$ cat config.mk
export PLATFORM = sky130hd
export DESIGN_NAME = rsa_letter_cipher
export DESIGN_NICKNAME = d
export VERILOG_FILES = /design/src/hw/rtl/rlc_pkg.sv /design/src/hw/rtl/rsa_letter_cipher.sv /design/src/hw/rtl/rlc_dp.sv /design/src/hw/rtl/rlc_ctrl.sv
export VERILOG_INCLUDE_DIRS = /design/src /design/src/hw/rtl
export SDC_FILE = /design/constraint.sdc
export NUM_CORES = 1
export LEC_CHECK = 0
export ABC_CLOCK_PERIOD_IN_PS = 22100
export BUFFER_PORTS_ARGS = -buffer_cell sky130_fd_sc_hd__buf_2
export CAP_MARGIN = 20
export CORE_MARGIN = 5
export CORE_UTILIZATION = 60
export DETAILED_ROUTE_END_ITERATION = 8
export GPL_ROUTABILITY_DRIVEN = 0
export HOLD_SLACK_MARGIN = 0.05
export PLACE_DENSITY = 0.82
export SLEW_MARGIN = 20
export SYNTH_ARGS = -nofsm -noshare
export SYNTH_HDL_FRONTEND = slang
export SYNTH_SLANG_ARGS = --single-unit
export TNS_END_PERCENT = 5
$ cat constraint.sdc
create_clock -name clk -period 22.1 [get_ports clk]
set_input_delay 6.63 -clock clk [delete_from_list [all_inputs] [get_ports clk]]
set_output_delay 6.63 -clock clk [all_outputs]
set_load 0.1 [all_outputs]
$ cat src/hw/rtl/assert_macros.svh
// ----------------------------------------------------------------------------
// Assertion macros
// Shared concurrent assertion forms, clocked on clk and disabled in reset.
// ----------------------------------------------------------------------------
`ifndef ASSERT_MACROS_SVH
`define ASSERT_MACROS_SVH

// expression holds at every edge
`define RLC_ASSERT_ALWAYS(lbl, expr, msg) \
  lbl: assert property (@(posedge clk) disable iff (rst) (expr)) else $error(msg);

// antecedent implies consequent at the same edge
`define RLC_ASSERT_SAME(lbl, ante, cons, msg) \
  lbl: assert property (@(posedge clk) disable iff (rst) (ante) |-> (cons)) else $error(msg);

// antecedent implies consequent at the next edge
`define RLC_ASSERT_NEXT(lbl, ante, cons, msg) \
  lbl: assert property (@(posedge clk) disable iff (rst) (ante) |=> (cons)) else $error(msg);

`endif

$ cat src/hw/rtl/rlc_pkg.sv
// ----------------------------------------------------------------------------
// RSA letter cipher package
// Widths, character codes, datapath operations, controller states and the
// status bundle shared by the controller and the datapath.
// ----------------------------------------------------------------------------
`default_nettype none

package rlc_pkg;

  localparam int PRIME_BITS   = 5;
  localparam int MOD_BITS     = 2 * PRIME_BITS;
  localparam int CHAR_BITS    = 8;
  localparam int WRAP_BITS    = 6;
  localparam int LETTER_BITS  = 5;
  localparam int LETTERS      = 26;
  localparam int BASE_BITS    = 11;
  localparam int DV_BITS      = (MOD_BITS > LETTER_BITS) ? MOD_BITS : LETTER_BITS;
  localparam int RED_STEPS    = (MOD_BITS > BASE_BITS) ? MOD_BITS : BASE_BITS;
  localparam int RX_BITS      = DV_BITS + RED_STEPS;
  localparam int RK_BITS      = $clog2(RED_STEPS);
  localparam int CFG_IDX_BITS = 2;

  localparam logic [CFG_IDX_BITS-1:0] CFG_PRIME_P = CFG_IDX_BITS'(0);
  localparam logic [CFG_IDX_BITS-1:0] CFG_PRIME_Q = CFG_IDX_BITS'(1);

  localparam logic [PRIME_BITS-1:0] PRIME_P_RESET = PRIME_BITS'(5);
  localparam logic [PRIME_BITS-1:0] PRIME_Q_RESET = PRIME_BITS'(7);

  localparam logic [CHAR_BITS-1:0] CHAR_A     = 8'd65;
  localparam logic [CHAR_BITS-1:0] CHAR_END   = 8'd91;
  localparam logic [CHAR_BITS-1:0] CHAR_SPACE = 8'd32;

  typedef enum logic [4:0] {
    OP_NONE,
    OP_ITEM,
    OP_KEY_N,
    OP_KEY_Z,
    OP_KEY_CHECK,
    OP_KEY_STEP,
    OP_BASE_LOAD,
    OP_RED_BASE,
    OP_ACC_MUL,
    OP_RED_ACC,
    OP_SQ_MUL,
    OP_RED_SQ,
    OP_DIV_LOAD,
    OP_RED_DIV,
    OP_OUT_BAD,
    OP_OUT_SPACE,
    OP_OUT_ENC,
    OP_OUT_DEC
  } dp_op_t;

  typedef enum logic [4:0] {
    S_IDLE,
    S_CHECK,
    S_KEY_N,
    S_KEY_Z,
    S_KEY_CHECK,
    S_KEY_SRCH,
    S_DISPATCH,
    S_RED_BASE,
    S_PLOOP,
    S_RED_ACC,
    S_SQ,
    S_RED_SQ,
    S_DIV_LOAD,
    S_RED_DIV,
    S_EMIT_BAD,
    S_EMIT_SPACE,
    S_EMIT_ENC,
    S_EMIT_DEC
  } state_t;

  typedef struct packed {
    logic key_ready;
    logic key_bad;
    logic key_z_bad;
    logic key_found;
    logic is_letter;
    logic is_space;
    logic item_cmd;
    logic red_last;
    logic exp_zero;
    logic exp_bit;
    logic dec_drop;
    logic out_free;
  } dp_sts_t;

endpackage

`default_nettype wire

$ cat src/hw/rtl/rsa_letter_cipher.sv
// ----------------------------------------------------------------------------
// RSA letter cipher
// Textbook RSA on single characters with a small configured modulus.
//
//   channel | signals                                        | role
//   cfg     | cfg_valid cfg_ready cfg_index cfg_data         | prime registers
//   in      | in_valid in_ready cmd in_char in_wrap          | characters in
//   out     | out_valid out_ready out_char out_wrap status   | characters out
//
// One item at a time; in_ready is high only while the controller is idle.
// Each modular product is a multiply followed by 11 reducer steps. A key
// derivation searches candidate (e, d) pairs until one is found.
// Reset is synchronous; a waiting output stalls only the next hand-off.
// ----------------------------------------------------------------------------
`default_nettype none

module rsa_letter_cipher import rlc_pkg::*; (
  input  logic                    clk,
  input  logic                    rst,
  input  logic                    cfg_valid,
  output logic                    cfg_ready,
  input  logic [CFG_IDX_BITS-1:0] cfg_index,
  input  logic [PRIME_BITS-1:0]   cfg_data,
  input  logic                    in_valid,
  output logic                    in_ready,
  input  logic                    cmd,
  input  logic [CHAR_BITS-1:0]    in_char,
  input  logic [WRAP_BITS-1:0]    in_wrap,
  output logic                    out_valid,
  input  logic                    out_ready,
  output logic [CHAR_BITS-1:0]    out_char,
  output logic [WRAP_BITS-1:0]    out_wrap,
  output logic                    status
);

  dp_op_t  op;
  dp_sts_t sts;

  rlc_ctrl u_ctrl (
    .clk      (clk),
    .rst      (rst),
    .in_valid (in_valid),
    .in_ready (in_ready),
    .sts      (sts),
    .op       (op)
  );

  rlc_dp u_dp (
    .clk       (clk),
    .rst       (rst),
    .cfg_valid (cfg_valid),
    .cfg_ready (cfg_ready),
    .cfg_index (cfg_index),
    .cfg_data  (cfg_data),
    .cmd       (cmd),
    .in_char   (in_char),
    .in_wrap   (in_wrap),
    .out_valid (out_valid),
    .out_ready (out_ready),
    .out_char  (out_char),
    .out_wrap  (out_wrap),
    .status    (status),
    .op        (op),
    .sts       (sts)
  );

endmodule

`default_nettype wire

$ cat src/hw/rtl/rlc_dp.sv
// ----------------------------------------------------------------------------
// RSA letter cipher datapath
// Prime registers, key search, shared multiplier, restoring reducer,
// exponent registers and the output register.
// ----------------------------------------------------------------------------
`default_nettype none

`include "assert_macros.svh"

module rlc_dp import rlc_pkg::*; (
  input  logic                    clk,
  input  logic                    rst,
  input  logic                    cfg_valid,
  output logic                    cfg_ready,
  input  logic [CFG_IDX_BITS-1:0] cfg_index,
  input  logic [PRIME_BITS-1:0]   cfg_data,
  input  logic                    cmd,
  input  logic [CHAR_BITS-1:0]    in_char,
  input  logic [WRAP_BITS-1:0]    in_wrap,
  output logic                    out_valid,
  input  logic                    out_ready,
  output logic [CHAR_BITS-1:0]    out_char,
  output logic [WRAP_BITS-1:0]    out_wrap,
  output logic                    status,
  input  dp_op_t                  op,
  output dp_sts_t                 sts
);

  logic [PRIME_BITS-1:0]  prime_p;
  logic [PRIME_BITS-1:0]  prime_q;
  logic                   key_ready;
  logic [MOD_BITS-1:0]    modulus;
  logic [MOD_BITS-1:0]    public_exp;
  logic [MOD_BITS-1:0]    private_exp;
  logic [MOD_BITS-1:0]    totient;
  logic [MOD_BITS-1:0]    key_e;
  logic [MOD_BITS-1:0]    key_d;
  logic [MOD_BITS-1:0]    key_acc;

  logic                   item_cmd;
  logic                   item_letter;
  logic                   item_space;
  logic [LETTER_BITS-1:0] item_val;
  logic [WRAP_BITS-1:0]   item_wrap;

  logic [MOD_BITS-1:0]    pacc;
  logic [MOD_BITS-1:0]    pbase;
  logic [MOD_BITS-1:0]    pexp;

  logic [RX_BITS-1:0]     rx;
  logic [RK_BITS-1:0]     rk;
  logic [DV_BITS-1:0]     dv;
  logic [RED_STEPS-1:0]   quo;

  logic [MOD_BITS-1:0]    mul_a;
  logic [MOD_BITS-1:0]    mul_b;
  logic [2*MOD_BITS-1:0]  mul_p;
  logic [RX_BITS-1:0]     red_sub;
  logic                   red_ge;
  logic [RX_BITS-1:0]     rx_step;
  logic [MOD_BITS:0]      key_sum;
  logic [MOD_BITS:0]      key_mod;
  logic [BASE_BITS-1:0]   base_val;
  logic [PRIME_BITS-1:0]  p_dec;
  logic [PRIME_BITS-1:0]  q_dec;
  logic                   cfg_hit;
  logic                   out_free;
  logic                   out_load;
  logic                   key_live;
  logic                   exp_in_range;
  logic                   red_op;

  assign cfg_ready = !rst;
  assign cfg_hit   = cfg_valid && (cfg_index == CFG_PRIME_P || cfg_index == CFG_PRIME_Q);

  assign p_dec = prime_p - 1'b1;
  assign q_dec = prime_q - 1'b1;

  always_comb begin
    mul_a = '0;
    mul_b = '0;
    case (op)
      OP_KEY_N: begin
        mul_a = MOD_BITS'(prime_p);
        mul_b = MOD_BITS'(prime_q);
      end
      OP_KEY_Z: begin
        mul_a = MOD_BITS'(p_dec);
        mul_b = MOD_BITS'(q_dec);
      end
      OP_ACC_MUL: begin
        mul_a = pacc;
        mul_b = pbase;
      end
      OP_SQ_MUL: begin
        mul_a = pbase;
        mul_b = pbase;
      end
      default: begin
        mul_a = '0;
        mul_b = '0;
      end
    endcase
  end

  assign mul_p = mul_a * mul_b;

  assign red_sub = RX_BITS'(dv) << rk;
  assign red_ge  = rx >= red_sub;
  assign rx_step = red_ge ? (rx - red_sub) : rx;

  assign key_sum = {1'b0, key_acc} + {1'b0, key_e};
  assign key_mod = (key_sum >= {1'b0, totient}) ? (key_sum - {1'b0, totient}) : key_sum;

  assign base_val = BASE_BITS'(item_val)
                  + (item_cmd ? BASE_BITS'(item_wrap) * BASE_BITS'(LETTERS) : '0);

  // config, key state
  always_ff @(posedge clk) begin
    if (rst) begin
      prime_p     <= PRIME_P_RESET;
      prime_q     <= PRIME_Q_RESET;
      key_ready   <= 1'b0;
      modulus     <= '0;
      public_exp  <= '0;
      private_exp <= '0;
    end else begin
      case (op)
        OP_KEY_N: begin
          modulus <= mul_p[MOD_BITS-1:0];
        end
        OP_KEY_CHECK: begin
          if (sts.key_z_bad) begin
            key_ready   <= 1'b1;
            modulus     <= '0;
            public_exp  <= '0;
            private_exp <= '0;
          end
        end
        OP_KEY_STEP: begin
          if (sts.key_found) begin
            key_ready   <= 1'b1;
            public_exp  <= key_e;
            private_exp <= key_d;
          end
        end
        default: begin
        end
      endcase
      if (cfg_valid && cfg_ready) begin
        if (cfg_index == CFG_PRIME_P) begin
          prime_p <= cfg_data;
        end
        if (cfg_index == CFG_PRIME_Q) begin
          prime_q <= cfg_data;
        end
        if (cfg_hit) begin
          key_ready <= 1'b0;
        end
      end
    end
  end

  // search, item, exponentiation and reducer
  always_ff @(posedge clk) begin
    case (op)
      OP_ITEM: begin
        item_cmd    <= cmd;
        item_letter <= (in_char >= CHAR_A) && (in_char < CHAR_END);
        item_space  <= (in_char == CHAR_SPACE);
        item_val    <= LETTER_BITS'(in_char - CHAR_A);
        item_wrap   <= in_wrap;
      end
      OP_KEY_Z: begin
        totient <= mul_p[MOD_BITS-1:0];
      end
      OP_KEY_CHECK: begin
        key_e   <= MOD_BITS'(2);
        key_d   <= MOD_BITS'(1);
        key_acc <= MOD_BITS'(2);
      end
      OP_KEY_STEP: begin
        if (!sts.key_found) begin
          if (key_d == totient - 1'b1) begin
            key_e   <= key_e + 1'b1;
            key_d   <= MOD_BITS'(1);
            key_acc <= key_e + 1'b1;
          end else begin
            key_d   <= key_d + 1'b1;
            key_acc <= key_mod[MOD_BITS-1:0];
          end
        end
      end
      OP_BASE_LOAD: begin
        rx   <= RX_BITS'(base_val);
        rk   <= RK_BITS'(RED_STEPS - 1);
        dv   <= DV_BITS'(modulus);
        pacc <= MOD_BITS'(1);
        pexp <= item_cmd ? private_exp : public_exp;
      end
      OP_ACC_MUL, OP_SQ_MUL: begin
        rx <= RX_BITS'(mul_p);
        rk <= RK_BITS'(RED_STEPS - 1);
        dv <= DV_BITS'(modulus);
      end
      OP_DIV_LOAD: begin
        rx <= RX_BITS'(pacc);
        rk <= RK_BITS'(RED_STEPS - 1);
        dv <= DV_BITS'(LETTERS);
      end
      OP_RED_BASE, OP_RED_ACC, OP_RED_SQ, OP_RED_DIV: begin
        rx  <= rx_step;
        rk  <= rk - 1'b1;
        quo <= {quo[RED_STEPS-2:0], red_ge};
        if (sts.red_last) begin
          case (op)
            OP_RED_BASE: pbase <= rx_step[MOD_BITS-1:0];
            OP_RED_ACC:  pacc  <= rx_step[MOD_BITS-1:0];
            OP_RED_SQ: begin
              pbase <= rx_step[MOD_BITS-1:0];
              pexp  <= pexp >> 1;
            end
            default: begin
            end
          endcase
        end
      end
      default: begin
      end
    endcase
  end

  // output register
  assign out_free = !out_valid || out_ready;
  assign out_load = (op == OP_OUT_BAD) || (op == OP_OUT_SPACE) ||
                    (op == OP_OUT_ENC) || (op == OP_OUT_DEC);

  always_ff @(posedge clk) begin
    if (rst) begin
      out_valid <= 1'b0;
    end else if (out_load) begin
      out_valid <= 1'b1;
    end else if (out_ready) begin
      out_valid <= 1'b0;
    end
  end

  always_ff @(posedge clk) begin
    case (op)
      OP_OUT_BAD: begin
        out_char <= '0;
        out_wrap <= '0;
        status   <= 1'b1;
      end
      OP_OUT_SPACE: begin
        out_char <= CHAR_SPACE;
        out_wrap <= '0;
        status   <= 1'b0;
      end
      OP_OUT_ENC: begin
        out_char <= CHAR_A + CHAR_BITS'(rx[LETTER_BITS-1:0]);
        out_wrap <= quo[WRAP_BITS-1:0];
        status   <= 1'b0;
      end
      OP_OUT_DEC: begin
        out_char <= CHAR_A + CHAR_BITS'(pacc[LETTER_BITS-1:0]);
        out_wrap <= '0;
        status   <= 1'b0;
      end
      default: begin
      end
    endcase
  end

  always_comb begin
    sts.key_ready = key_ready;
    sts.key_bad   = (modulus == '0);
    sts.key_z_bad = (prime_p < PRIME_BITS'(2)) || (prime_q < PRIME_BITS'(2)) ||
                    (totient < MOD_BITS'(3));
    sts.key_found = (key_acc == MOD_BITS'(1));
    sts.is_letter = item_letter;
    sts.is_space  = item_space;
    sts.item_cmd  = item_cmd;
    sts.red_last  = (rk == '0);
    sts.exp_zero  = (pexp == '0);
    sts.exp_bit   = pexp[0];
    sts.dec_drop  = (pacc > MOD_BITS'(LETTERS - 1));
    sts.out_free  = out_free;
  end

  assign key_live     = key_ready && (modulus != '0);
  assign exp_in_range = (public_exp >= MOD_BITS'(2)) && (public_exp < totient) &&
                        (private_exp < totient);
  assign red_op       = (op == OP_RED_DIV) || (op == OP_RED_SQ) ||
                        (op == OP_RED_ACC) || (op == OP_RED_BASE);

  `RLC_ASSERT_NEXT(a_cfg_clears_key, cfg_hit, !key_ready, "config write left key ready")
  `RLC_ASSERT_SAME(a_key_range, key_live, exp_in_range, "derived exponent out of range")
  `RLC_ASSERT_SAME(a_red_bound, red_op && sts.red_last, rx_step < RX_BITS'(dv), "remainder too big")

endmodule

`default_nettype wire

$ cat src/hw/rtl/rlc_ctrl.sv
// ----------------------------------------------------------------------------
// RSA letter cipher controller
// Sequences item decode, key derivation, square and multiply, the final
// divide by 26 when encrypting and the hand-off to the output register.
// ----------------------------------------------------------------------------
`default_nettype none

`include "assert_macros.svh"

module rlc_ctrl import rlc_pkg::*; (
  input  logic    clk,
  input  logic    rst,
  input  logic    in_valid,
  output logic    in_ready,
  input  dp_sts_t sts,
  output dp_op_t  op
);

  state_t state;
  state_t state_next;
  logic   out_op;
  logic   in_acc;
  logic   key_run;

  always_ff @(posedge clk) begin
    if (rst) begin
      state <= S_IDLE;
    end else begin
      state <= state_next;
    end
  end

  always_comb begin
    state_next = state;
    op         = OP_NONE;
    in_ready   = 1'b0;
    case (state)
      S_IDLE: begin
        in_ready = !rst;
        if (in_valid && in_ready) begin
          op         = OP_ITEM;
          state_next = S_CHECK;
        end
      end
      S_CHECK: begin
        if (!sts.is_letter && !sts.is_space) begin
          state_next = S_IDLE;
        end else if (!sts.key_ready) begin
          state_next = S_KEY_N;
        end else begin
          state_next = S_DISPATCH;
        end
      end
      S_KEY_N: begin
        op         = OP_KEY_N;
        state_next = S_KEY_Z;
      end
      S_KEY_Z: begin
        op         = OP_KEY_Z;
        state_next = S_KEY_CHECK;
      end
      S_KEY_CHECK: begin
        op         = OP_KEY_CHECK;
        state_next = sts.key_z_bad ? S_DISPATCH : S_KEY_SRCH;
      end
      S_KEY_SRCH: begin
        op = OP_KEY_STEP;
        if (sts.key_found) begin
          state_next = S_DISPATCH;
        end
      end
      S_DISPATCH: begin
        if (sts.key_bad) begin
          state_next = S_EMIT_BAD;
        end else if (sts.is_space) begin
          state_next = S_EMIT_SPACE;
        end else begin
          op         = OP_BASE_LOAD;
          state_next = S_RED_BASE;
        end
      end
      S_RED_BASE: begin
        op = OP_RED_BASE;
        if (sts.red_last) begin
          state_next = S_PLOOP;
        end
      end
      S_PLOOP: begin
        if (sts.exp_zero) begin
          state_next = sts.item_cmd ? S_EMIT_DEC : S_DIV_LOAD;
        end else if (sts.exp_bit) begin
          op         = OP_ACC_MUL;
          state_next = S_RED_ACC;
        end else begin
          op         = OP_SQ_MUL;
          state_next = S_RED_SQ;
        end
      end
      S_RED_ACC: begin
        op = OP_RED_ACC;
        if (sts.red_last) begin
          state_next = S_SQ;
        end
      end
      S_SQ: begin
        op         = OP_SQ_MUL;
        state_next = S_RED_SQ;
      end
      S_RED_SQ: begin
        op = OP_RED_SQ;
        if (sts.red_last) begin
          state_next = S_PLOOP;
        end
      end
      S_DIV_LOAD: begin
        op         = OP_DIV_LOAD;
        state_next = S_RED_DIV;
      end
      S_RED_DIV: begin
        op = OP_RED_DIV;
        if (sts.red_last) begin
          state_next = S_EMIT_ENC;
        end
      end
      S_EMIT_BAD: begin
        if (sts.out_free) begin
          op         = OP_OUT_BAD;
          state_next = S_IDLE;
        end
      end
      S_EMIT_SPACE: begin
        if (sts.out_free) begin
          op         = OP_OUT_SPACE;
          state_next = S_IDLE;
        end
      end
      S_EMIT_ENC: begin
        if (sts.out_free) begin
          op         = OP_OUT_ENC;
          state_next = S_IDLE;
        end
      end
      S_EMIT_DEC: begin
        if (sts.dec_drop) begin
          state_next = S_IDLE;
        end else if (sts.out_free) begin
          op         = OP_OUT_DEC;
          state_next = S_IDLE;
        end
      end
      default: begin
        state_next = S_IDLE;
      end
    endcase
  end

  assign out_op  = (op == OP_OUT_BAD) || (op == OP_OUT_SPACE) ||
                   (op == OP_OUT_ENC) || (op == OP_OUT_DEC);
  assign in_acc  = in_valid && in_ready;
  assign key_run = (state == S_KEY_N) || (state == S_KEY_SRCH);

  `RLC_ASSERT_ALWAYS(a_load_when_free, !out_op || sts.out_free, "output loaded over a waiting item")
  `RLC_ASSERT_NEXT(a_accept_to_check, in_acc, state == S_CHECK && !in_ready, "item not decoded")
  `RLC_ASSERT_SAME(a_search_needs_key, key_run, !sts.key_ready, "key derivation with key ready")

endmodule

`default_nettype wire
==> flow_metrics.env <==
export IMPL_status="finished clean"
export IMPL_cp_start_kind="primary input"
export IMPL_synth_compound_area_share=0.140
export IMPL_crit_required_ps=15470
export IMPL_drt_wl_total_mm=37.7
export IMPL_drt_pre_antenna_iters=6
export IMPL_drtAntennaViolNets=0
export IMPL_area_growth_syn_to_layout_pct=6.84
export IMPL_overflow=0
export IMPL_synthCells=1664
export IMPL_grt_pass1_wl_mm=61.2
export IMPL_avgSynthCellArea_sq_um=9.29
export IMPL_yosysWarnings=0
export IMPL_vias_per_cell=6.20
export IMPL_antenna_found_initial=0
export IMPL_setup_tns_ps=0
export IMPL_timing_final_max_slew_violations=0
export IMPL_syn_cell_area_sq_um=15500
export IMPL_setup_viol=0
export IMPL_min_period_ps=14630
export IMPL_fin_hold_ws_ps=446
export IMPL_cts_max_level=4
export IMPL_initial_utilization=0.612
export IMPL_die_w_um=170
export IMPL_dieArea_sq_um=29100
export IMPL_rows=58
export IMPL_fin_util=0.654
export IMPL_period_share=0.662
export IMPL_drt_iter0_markers=1391
export IMPL_clockBufferDepth=2
export IMPL_synthXorXnorAreaFrac=0.0589
export IMPL_synth_cell_types=88
export IMPL_synth_top_family_by_area="adder cells"
export IMPL_fin_skew_ps=14.5
export IMPL_power_leakage_nw=6.85
export IMPL_min_path_type="register to register"
export IMPL_async_flop_share=0
export IMPL_die_height_um=170
export IMPL_synthMuxAreaShare=0.0384
export IMPL_synth_yosys_seq_area_share=0.331
export IMPL_synth_area_leaders="edfxtp_1, ha_1, fa_1, dfxtp_1, nor2_1"
export IMPL_clkSinkCount=186
export IMPL_coreArea_sq_um=25300
export IMPL_maxSlewHeadroom=0.350
export IMPL_postCtsSetupRepairBufs=0
export IMPL_synth_top_cell_by_area="edfxtp_1"
export IMPL_hold_viol=0
export IMPL_first_global_vias=12200
export IMPL_path_max_fanout=42
export IMPL_yosys_area_share_simple=0.186
export IMPL_drv_max_cap_violation_count=0
export IMPL_diodes=0
export IMPL_grt_usage=0.262
export IMPL_cp_end_kind="output pin"
export IMPL_worst_slew_pin_transition_ps=975
export IMPL_peakVddDrop_mv=0.0669
export IMPL_cts_resized_gates=0
export IMPL_synth_top_area_frac=0.270
export IMPL_cts_tree="yes"
export IMPL_worstSkewPairLatency_ps=440
export IMPL_rsz0062_at_grt="no"
export IMPL_io_pins=45
export IMPL_synth_fa_ha_area_frac=0.193
export IMPL_fmax_mhz=68.4
export IMPL_syn_num_nets=1888
export IMPL_powerDensity_nw_per_um2=74.7
export IMPL_drc=0
export IMPL_clkTransAtPathRegs_ps=80
export IMPL_synth_edf_count=139
export IMPL_portBuffers=43
export IMPL_cts_buffers=17
export IMPL_criticalPathCategory="primary input to output pin"
export IMPL_critPathArrivalTime_ps=8000
export IMPL_drive_gt1_frac=0.0907
export IMPL_ys_seq_elements=186
export IMPL_root_buffer="clkbuf_16"
export IMPL_hpwl_mm=28.7
export IMPL_grt_max_degree=43
export IMPL_cts_hold_fix_buffers=0
export IMPL_vias=12500
export IMPL_synth_flop_cell="edfxtp_1"
export IMPL_nNetsFinal=1898
export IMPL_wl_per_cell_um=18.7
cell usage after synthesis (all sizes together) (3+ instances only):
library cell / number
edfxtp: 139
a31oi: 12
o21bai: 11
nand4: 12
nor4b: 3
a21oi: 92
o31ai: 8
nor2b: 28
clkbuf: 51
or3: 7
o221ai: 5
o21a: 5
a21o: 21
nand3b: 4
mux2: 16
a211oi: 14
o21ai: 86
mux2i: 39
fa: 69
nand2b: 20
a222oi: 8
a221oi: 8
and3: 18
o22a: 3
nand3: 65
xnor2: 64
a22oi: 9
nor4: 14
o22ai: 11
buf: 17
nor3b: 3
nor3: 21
or2: 34
and2: 8
inv: 136
o311ai: 3
nor2: 199
nand2: 147
o211ai: 9
dfxtp: 47
ha: 128
xor2: 40
logic make-up (layout without fill, tap and decap cells):
| group | count (synthesis) | in the layout |
|---|---|---|
| muxes | 56 | 56 |
| AOI/OAI and AO/OA | 326 | 326 |
| buffers and inverters | 205 | 228 |
| other | 1 | 1 |
| DFF | 186 | 186 |
| and+or+nand+nor | 589 | 589 |
| adders and majority gates | 197 | 197 |
| xor gates and xnor gates | 104 | 104 |
layout make-up:
cell class              instances  area, sq um
clock buffers                  17          425
clock inverters                15          176
fillers                      1954         8740
inverters                     137          514
multi-input cells            1273         9530
flip-flops and latches        186         5110
well taps                     330          413
repair buffers                 59          333
final timing paths:
kind / startpoint / to / slack (ps) / cells past startpoint
setup / recovery: rst / cfg_ready / 7470 / 3
hold / removal: u_dp.quo[1] / u_dp.quo[2] / 450 / 0
setup reg to reg: u_ctrl.state[3] / u_dp.rx[19] / 13850 / 26
hold reg to reg: u_dp.quo[1] / u_dp.quo[2] / 450 / 0
sequential cells by signal (all words and copies together) (netlist names), 5 cells and up:
signal,count
u_dp.dv,10
u_dp.totient,10
u_dp.key_d,10
u_dp.pexp,10
u_dp.pacc,10
u_dp.key_acc,10
u_dp.private_exp,10
u_dp.prime_p,5
u_dp.pbase,10
u_dp.key_e,10
u_dp.item_wrap,6
u_dp.quo,6
u_dp.out_wrap,6
u_dp.prime_q,5
u_dp.rx,21
u_dp.modulus,10
u_ctrl.state,5
u_dp.item_val,5
u_dp.out_char,7
u_dp.public_exp,10
critical path: stages:
cell   delay [ps]
buf_2         590
inv_1         380
buf_2         400
per-layer routing:
metal / global-route usage / wire length (um)
met3: 0.0330 / 2330
met1: 0.336 / 15200
met2: 0.453 / 18800
met5: 0 / 0
met4: 0.103 / 1400
where the power goes:
group / leakage [nW] / internal [mW] / switching, mW / total (mW)
registers: 1.66 / 0.411 / 0.0361 / 0.447
clock network: 0.286 / 0.153 / 0.157 / 0.310
logic: 4.91 / 0.185 / 0.291 / 0.476
total: 6.85 / 0.749 / 0.484 / 1.23
per-stage QoR:
step	setup WS [ps]	cells	area (sq um)	power (mW)
floorplan	7230	1664	15500	0.806
global placement	7500	1984	15900	0.902
detailed placement	7470	1984	15900	0.919
CTS	7470	2016	16500	1.22
global route	7380	2017	16500	1.30
finish	7470	2017	16500	1.23
cells in the final DEF (no fill, tap or decap), types with 11 or more instances in the layout:
cell type  netlist  routed
clkbuf_16        0      17
edfxtp_1       139     139
a211oi_1        14      14
o22ai_1         11      11
o21bai_1        11      11
inv_1          134     134
xor2_1          40      40
and3_1          17      17
a31oi_1         11      11
buf_4            4      15
dfxtp_1         47      47
nor3_1          18      17
a21oi_1         91      90
ha_1           128     128
buf_2           10      44
nand4_1         12      12
nand3_1         63      63
nor2_1         197     197
nand2_1        147     147
fa_1            69      69
a21o_1          21      21
o21ai_0         79      78
mux2i_1         39      39
nand2b_1        19      19
xnor2_1         64      64
mux2_2          14      14
nor2b_1         27      27
or2_1           24      24
Note: power is estimated with default switching activity, not from simulation.
